File: config.mk
export PLATFORM = sky130hd
export DESIGN_NAME = tcw_ctrl
export DESIGN_NICKNAME = d
export VERILOG_FILES = /design/src/tcw_pkg.sv /design/src/tcw_ctrl.sv
export SDC_FILE = /design/constraint.sdc
export NUM_CORES = 1
export LEC_CHECK = 0
export ABC_AREA = 1
export BUFFER_PORTS_ARGS = -buffer_cell sky130_fd_sc_hd__buf_4
export CAP_MARGIN = 20
export CORE_UTILIZATION = 39
export CTS_CLUSTER_SIZE = 8
export DETAILED_ROUTE_END_ITERATION = 16
export GPL_ROUTABILITY_DRIVEN = 0
export HOLD_SLACK_MARGIN = 0.08
export PLACE_DENSITY = 0.81
export SETUP_SLACK_MARGIN = 0.02
export SLEW_MARGIN = 20
export SYNTH_ARGS = -nofsm -noshare
export SYNTH_HDL_FRONTEND = slang
export SYNTH_SLANG_ARGS = --single-unit
export TNS_END_PERCENT = 100
File: constraint.sdc
create_clock -name clk_i -period 1.32 [get_ports clk_i]
set_input_delay 0.264 -clock clk_i [delete_from_list [all_inputs] [get_ports clk_i]]
set_output_delay 0.264 -clock clk_i [all_outputs]
set_load 0.02 [all_outputs]
File: src/tcw_pkg.sv
// Shared types and constants for the text console writer.
// Holds request codes, cursor operation codes and the controller/datapath structs.
// Depends on nothing.
package tcw_pkg;

  localparam int DEF_SCREEN_COLS = 80;
  localparam int DEF_SCREEN_ROWS = 25;

  localparam int CHAR_W = 8;
  localparam int ATTR_W = 8;
  localparam int CELL_W = CHAR_W + ATTR_W;

  localparam logic [CHAR_W-1:0] NEWLINE_CODE = 8'd10;
  localparam logic [CHAR_W-1:0] BLANK_CODE   = 8'd32;
  localparam logic [ATTR_W-1:0] ATTR_RESET   = 8'd7;

  // Request codes carried by req_type.
  localparam logic [1:0] REQ_PUT   = 2'd0;
  localparam logic [1:0] REQ_SET   = 2'd1;
  localparam logic [1:0] REQ_CLEAR = 2'd2;
  localparam logic [1:0] REQ_READ  = 2'd3;

  // Cursor update operations issued by the controller.
  localparam logic [2:0] CUR_HOLD      = 3'd0;
  localparam logic [2:0] CUR_ADVANCE   = 3'd1;
  localparam logic [2:0] CUR_NEWLINE   = 3'd2;
  localparam logic [2:0] CUR_WRAP_LAST = 3'd3;
  localparam logic [2:0] CUR_SET       = 3'd4;
  localparam logic [2:0] CUR_HOME      = 3'd5;

  typedef struct packed {
    logic [2:0] cur_op;
    logic       put_wr;
    logic       rd_at_pos;
    logic       sweep_fill;
    logic       fill_blank;
    logic       sweep_scroll;
    logic       out_load;
    logic       out_scrolled;
    logic       out_is_read;
  } tcw_cmd_t;

  typedef struct packed {
    logic sweep_last;
    logic cur_at_end;
    logic cur_last_row;
    logic slot_free;
  } tcw_status_t;

endpackage

File: src/tcw_ctrl.sv
// Controller state machine of the text console writer.
// Decodes requests and sequences the clearing and scrolling sweeps.
// Depends on tcw_pkg.
module tcw_ctrl (
  input  logic                 clk_i,
  input  logic                 rst_ni,
  input  logic                 in_valid_i,
  output logic                 in_stall_o,
  input  logic [1:0]           req_type_i,
  input  logic [tcw_pkg::CHAR_W-1:0] char_code_i,
  input  tcw_pkg::tcw_status_t sts_i,
  output tcw_pkg::tcw_cmd_t    cmd_o
);

  localparam logic [2:0] ST_INIT   = 3'd0;
  localparam logic [2:0] ST_IDLE   = 3'd1;
  localparam logic [2:0] ST_CLEAR  = 3'd2;
  localparam logic [2:0] ST_SCROLL = 3'd3;
  localparam logic [2:0] ST_DONE   = 3'd4;

  logic [2:0] state_q, state_d;
  logic       scr_q, scr_d;
  logic       rd_q, rd_d;
  logic       is_nl;

  assign is_nl = (char_code_i == tcw_pkg::NEWLINE_CODE);

  always_comb begin
    cmd_o      = '0;
    state_d    = state_q;
    scr_d      = scr_q;
    rd_d       = rd_q;
    in_stall_o = 1'b1;
    case (state_q)
      ST_INIT: begin
        cmd_o.sweep_fill = 1'b1;
        if (sts_i.sweep_last) begin
          state_d = ST_IDLE;
        end
      end
      ST_IDLE: begin
        in_stall_o = !sts_i.slot_free;
        if (in_valid_i && sts_i.slot_free) begin
          scr_d = 1'b0;
          rd_d  = 1'b0;
          case (req_type_i)
            tcw_pkg::REQ_PUT: begin
              cmd_o.put_wr = !is_nl;
              if ((is_nl && sts_i.cur_last_row) || (!is_nl && sts_i.cur_at_end)) begin
                cmd_o.cur_op = tcw_pkg::CUR_WRAP_LAST;
                scr_d        = 1'b1;
                state_d      = ST_SCROLL;
              end else begin
                cmd_o.cur_op   = is_nl ? tcw_pkg::CUR_NEWLINE : tcw_pkg::CUR_ADVANCE;
                cmd_o.out_load = 1'b1;
              end
            end
            tcw_pkg::REQ_SET: begin
              cmd_o.cur_op   = tcw_pkg::CUR_SET;
              cmd_o.out_load = 1'b1;
            end
            tcw_pkg::REQ_CLEAR: begin
              cmd_o.cur_op = tcw_pkg::CUR_HOME;
              state_d      = ST_CLEAR;
            end
            tcw_pkg::REQ_READ: begin
              cmd_o.rd_at_pos = 1'b1;
              rd_d            = 1'b1;
              state_d         = ST_DONE;
            end
            default: begin
            end
          endcase
        end
      end
      ST_CLEAR: begin
        cmd_o.sweep_fill = 1'b1;
        cmd_o.fill_blank = 1'b1;
        if (sts_i.sweep_last) begin
          state_d = ST_DONE;
        end
      end
      ST_SCROLL: begin
        cmd_o.sweep_scroll = 1'b1;
        if (sts_i.sweep_last) begin
          state_d = ST_DONE;
        end
      end
      ST_DONE: begin
        if (sts_i.slot_free) begin
          cmd_o.out_load     = 1'b1;
          cmd_o.out_scrolled = scr_q;
          cmd_o.out_is_read  = rd_q;
          state_d            = ST_IDLE;
        end
      end
      default: begin
        state_d = ST_IDLE;
      end
    endcase
  end

  always_ff @(posedge clk_i or negedge rst_ni) begin
    if (!rst_ni) begin
      state_q <= ST_INIT;
      scr_q   <= 1'b0;
      rd_q    <= 1'b0;
    end else begin
      state_q <= state_d;
      scr_q   <= scr_d;
      rd_q    <= rd_d;
    end
  end

  // The power-up clearing pass runs to its end before any request is taken.
  a_init_holds: assert property (@(posedge clk_i) disable iff (!rst_ni)
    (state_q == ST_INIT && !sts_i.sweep_last) |=> state_q == ST_INIT)
    else $error("clearing pass ended early");

  // Requests are only taken while idle.
  a_stall_busy: assert property (@(posedge clk_i) disable iff (!rst_ni)
    (state_q != ST_IDLE) |-> in_stall_o)
    else $error("request taken while busy");

  // A scroll always ends with a result that reports it.
  a_scroll_flag: assert property (@(posedge clk_i) disable iff (!rst_ni)
    (state_q == ST_SCROLL) |-> scr_q && !rd_q)
    else $error("scroll without scroll flag");

endmodule

After elaboration in Yosys (flattened, before gate mapping)
Index checks and enable logic that the tools add are counted.
{ "op_classes": {"n_eq_ne": 14, "muxes": 26, "reduce_logical": 12} }
{ "op_table": {"columns": ["operator", "n"], "rows": [
  ["$mux W3", 6],
  ["$pmux W3 S3", 2],
  ["$pmux W3 S4", 1],
  ["$mux W1", 10],
  ["$mux W5", 2],
  ["$eq A8 B4 Y1 const B", 1],
  ["$eq A3 B2 Y1 const B", 2],
  ["$mux W2", 3],
  ["$ne A2 B2 Y1 const B", 3],
  ["$reduce_and A6 Y1", 1],
  ["$eq A2 B2 Y1 const B", 2],
  ["$ne A4 B1 Y1 const B", 1],
  ["$pmux W1 S2", 2],
  ["$reduce_or A2 Y1", 2],
  ["$eq A3 B1 Y1 const B", 1],
  ["$eq A3 B3 Y1 const B", 1],
  ["$logic_and A1 B1 Y1", 3],
  ["$logic_not A3 Y1", 1],
  ["$ne A3 B3 Y1 const B", 1],
  ["$eq A2 B1 Y1 const B", 1],
  ["$logic_not A1 Y1", 2],
  ["$logic_not A2 Y1", 1],
  ["$ne A2 B1 Y1 const B", 1],
  ["$reduce_and A2 Y1", 1],
  ["$logic_or A1 B1 Y1", 1]
]} }
{ "totals": {"regBits": 5, "input_bits": 17, "output_inout_bits": 12, "elab_cells": 55} }

Logic depth before layout (Yosys ltp)
{ "logic_depth": {"word_depth": 8, "mapped_depth": 11, "ltp_nobuf": 11} }

Least setup slack after synthesis
No wires, ideal clock.
{ "synth_timing": {"kind": "register to output", "from": "reg state_q[2]", "to": "out cmd_o[8] (netlist bit)", "arrival_time_ns": 1.300, "t_required_ns": 1.056, "slack_ns": -0.244, "path_stages_with_launch": 8, "path_buffers": 0, "path_cell_list": "dfrtp_1 -> nor2_4 -> nand2_4 -> nor2_8 -> nand2_4 -> nor2_4 -> a21oi_2 -> a22oi_2"} }
{ "synth_lines": {"columns": ["element", "line", "source"], "rows": [
  ["from (decl)", "tcw_ctrl.sv:21", "logic [2:0] state_q, state_d;"],
  ["from (signal assigned)", "tcw_ctrl.sv:109", "state_q <= state_d;"],
  ["to (decl)", "tcw_ctrl.sv:12", "output tcw_pkg::tcw_cmd_t cmd_o"]
]} }

==> flow_metrics.py <==
metrics = {
    "critical_path": {
        "reg2reg_from": "state_q[0]",
        "endpoint": "cmd_o[2]",
        "arrival_time_at_the_worst_endpoint_ps": 1500,
        "timing.setup.critical_path_class": "reg -> out",
        "r2r.worst_path.cells": 13,
        "setup.worst_path.start": "state_q[2]",
        "critical_path_data_required_time_ps": 1060,
        "cp-end-kind": "output pin",
        "critical_path.max_fanout": 4,
        "kind_of_start_point_of_the_critical_path": "flip-flop",
        "critical_path.reg2reg.endpoint": "state_q[0]",
        "rrSetupSlack_ps": -290,
    },
    "floorplanning": {
        "die_height_um": 40.50,
        "die_area_um2": 1640,
        "floorplan.initialDensity": 0.4334,
        "rows": 13,
        "top_level_ports": 29,
        "coreArea_um2": 1334,
        "die_width_um": 40.50,
    },
    "grt": {
        "grt_use_met2": 0.5833,
        "first_global_vias": 784,
        "grt_max_degree": 6,
        "globalRouteMet1Util": 0.2801,
        "global_route_overflow": 0,
        "wire_length_of_the_first_global_routing_pass_mm": 3.139,
        "antenna_found_initial": 0,
        "grt.met3_usage": 0.03889,
        "globalRoute.busiestLayer": "met2",
        "groute.usage.overall": 0.2843,
    },
    "route": {
        "vias": 837,
        "drt_wl_total_mm": 2.435,
        "route.detailed.vias_per_inst": 5.297,
        "ant_nets": 0,
        "drt_drc_violations_left": 0,
        "wl_per_cell_um": 15.41,
        "detailedRoute.firstIterationViolations": 36,
        "firstDrtPassIters": 6,
    },
    "logic_synthesis": {
        "synth_cell_types": 20,
        "synthTopCellsByArea": "dfrtp_1, nand2_1, inv_1",
        "synth_top_area_cell": "dfrtp_1",
        "synth_area_um2": 578.1,
        "synth_enable_flop_cells": 0,
        "syn-num-nets": 109,
        "mean_syn_cell_area_um2": 6.569,
        "ys_dominant_reg_cell": "dfrtp_1",
        "yosysWarningCount": 0,
        "synth_largest_type_area_fraction": 0.2165,
        "postSynthRegisterBits": 5,
        "synth_seq_area_share": 0.2165,
        "yosys-top-cells-count": "nand2_1, inv_1, nor2_1, nand3_1",
        "share_of_async_settable_or_async_resettable_flops_after_synthesis": 1.000,
        "cell_with_the_most_instances_after_synthesis": "nand2_1",
        "netlist_instances": 88,
    },
    "clock_network": {
        "cts_tree": "done",
        "cts_max_path_buffers": 2,
        "cts_buffers": 3,
        "h-tree-depth": 1,
        "worst_skew_pair.late_latency_ps": 260,
        "clock-root-buffer": "clkbuf_4",
        "cts_sinks": 5,
        "clkSlewWorstSetupHoldPaths_ps": 50,
    },
    "power": {
        "power_leakage_nw": 0.6382,
        "power.switching_fraction": 0.4853,
        "p_clk_frac": 0.110,
        "internal_power_of_the_cells_w": 0.0009305,
        "power_per_cell_area_nw_per_um2": 1586,
        "pwr-share-comb": 0.749,
        "seq_power_share": 0.141,
        "vdd_drop_max_v": 0.0008275,
        "power_switching_w": 0.0008774,
    },
    "sta": {
        "whs_ps": 319.1,
        "fin_crit_sh": 1.339,
        "layout_setup_ws_ps": -446.9,
        "final.min_clock_period_ps": 1767,
        "grt_setup_unrepaired": "true",
        "slew_violations": 0,
        "tightest_slew_ps": 336.0,
        "timing.final.hold_violations": 0,
        "setup-tns-final_ps": -3966,
        "timing.max_slew.rel_slack": 0.7736,
        "max_freq_ghz": 0.5660,
        "fin_skew_ps": 4.241,
        "finalSetupViolations": 15,
    },
    "layout": {
        "layout_cell_share_with_drive_strength_beyond_1": 0.5874,
        "finish.instance_area_um2": 1140,
        "antenna-diode-count": 0,
        "finish.cell_count_without_fillers": 158,
        "area_growth_pct": 97.19,
        "nNetsFinal": 165,
    },
    "place": {
        "dpl_cell_area_um2": 934.6,
        "pre_cts_ws_ps": -182.7,
        "port_buffer_count": 28,
        "dp_cells": 147,
        "place_hpwl_mm": 1.282,
    },
    "hold_path": {
        "worst_min_delay_path_class": "in -> reg",
        "min_delay_path_depth": 3,
    },
    "run_status": {
        "failed_checks": "setup timing",
        "status": "complete, but fails checks",
    },
    "job": {
        "cap_viol_max_count": 0,
    },
}
==> sequential cells by signal (all words and copies together), names as in the netlist <==
name,flops
rd_q,1
scr_q,1
state_q,3
==> routing by layer <==
layer | vias to the layer above | share of wire
met3 | 17 | 0.066
li1 | 379 | -
met5 | - | 0
met4 | 0 | 0.048
met1 | 386 | 0.36
met2 | 55 | 0.53
==> power by group through the flow <==
stage / combinational (W) / sequential [W] / clock (W)
6_report: 0.00135 / 0.000254 / 0.000199
5_1_grt: 0.00143 / 0.000264 / 0.000202
4_1_cts: 0.00111 / 0.000247 / 0.000179
3_5_place_dp: 0.000872 / 0.000247 / 0
3_3_place_gp: 0.000857 / 0.000246 / 0
2_1_floorplan: 0.000525 / 0.000254 / 0
==> repair_timing <==
action / CTS / global route
gates cloned: 0 / 0
hold buffers: 1 / 0
buffers inserted: 5 / 4
endpoints found under the hold margin: 5 / 0
setup endpoints to repair: 13 / 15
resized for setup: 22 / 17
pin swaps: 7 / 5
==> cells in the final DEF, fill, tap and decap left out <==
cell type | synthesis | final
dfrtp_1 | 5 | 5
o22ai_4 | 0 | 1
nand3_2 | 0 | 2
or2_2 | 1 | 1
o21ai_2 | 0 | 1
nor2_2 | 1 | 2
nor2_4 | 2 | 8
nand4_1 | 1 | 1
a21oi_1 | 1 | 1
nand2_2 | 0 | 3
nor2_1 | 13 | 6
inv_2 | 1 | 4
nand2_4 | 3 | 3
a21oi_2 | 1 | 1
nor2_8 | 1 | 1
nor3_2 | 0 | 1
o21ai_1 | 0 | 1
clkbuf_4 | 0 | 3
dlygate4sd3_1 | 0 | 1
clkbuf_1 | 0 | 1
a22oi_2 | 1 | 1
buf_4 | 0 | 40
ha_1 | 4 | 4
nand3_1 | 7 | 4
nand3_4 | 0 | 1
buf_6 | 0 | 10
nand2_1 | 20 | 17
inv_6 | 1 | 1
o21ai_0 | 5 | 3
inv_1 | 18 | 15
==> stage by stage <==
| step | utilization | total power (W) |
|---|---|---|
| floorplan | - | 0.0007793 |
| global placement | 0.7008 | 0.001103 |
| detailed placement | 0.7008 | 0.001120 |
| CTS | 0.8105 | 0.001533 |
| global route | 0.8546 | 0.001893 |
| finish | 0.8546 | 0.001808 |
==> area by class of cell <==
class,instances,area (um^2)
Tap cell,15,18.77
Clock buffer,4,26.28
Sequential cell,5,125.1
Timing Repair Buffer,51,422.9
Fill cell,76,193.9
Inverter,20,80.08
Multi-Input combinational cell,63,466.7
==> critical path, cell delays in order (launching register included) <==
cell	delay, ps
dfrtp_1	410
nor2_4	130
nand2_4	80
nor2_8	120
buf_4	130
buf_6	90
o21ai_2	50
nand2_1	100
buf_6	130
==> cells by family after synthesis <==
group,after synthesis,synth area share
flip-flops,5,0.2165
adder cells (fa/ha/maj),4,0.08658
buffers and inverters,20,0.1385
AND/OR/NAND/NOR,50,0.4481
AO/OA/AOI/OAI,9,0.1104
==> worst min path at each step <==
| stage | start | to |
|---|---|---|
| floorplan | rst_ni | rd_q |
| global placement | rst_ni | state_q[0] |
| detailed placement | rst_ni | scr_q |
| CTS | sts_i[3] | state_q[1] |
| global route | sts_i[3] | state_q[1] |
| finish | sts_i[3] | state_q[1] |
No activity file was read; power rests on OpenSTA's default activity.
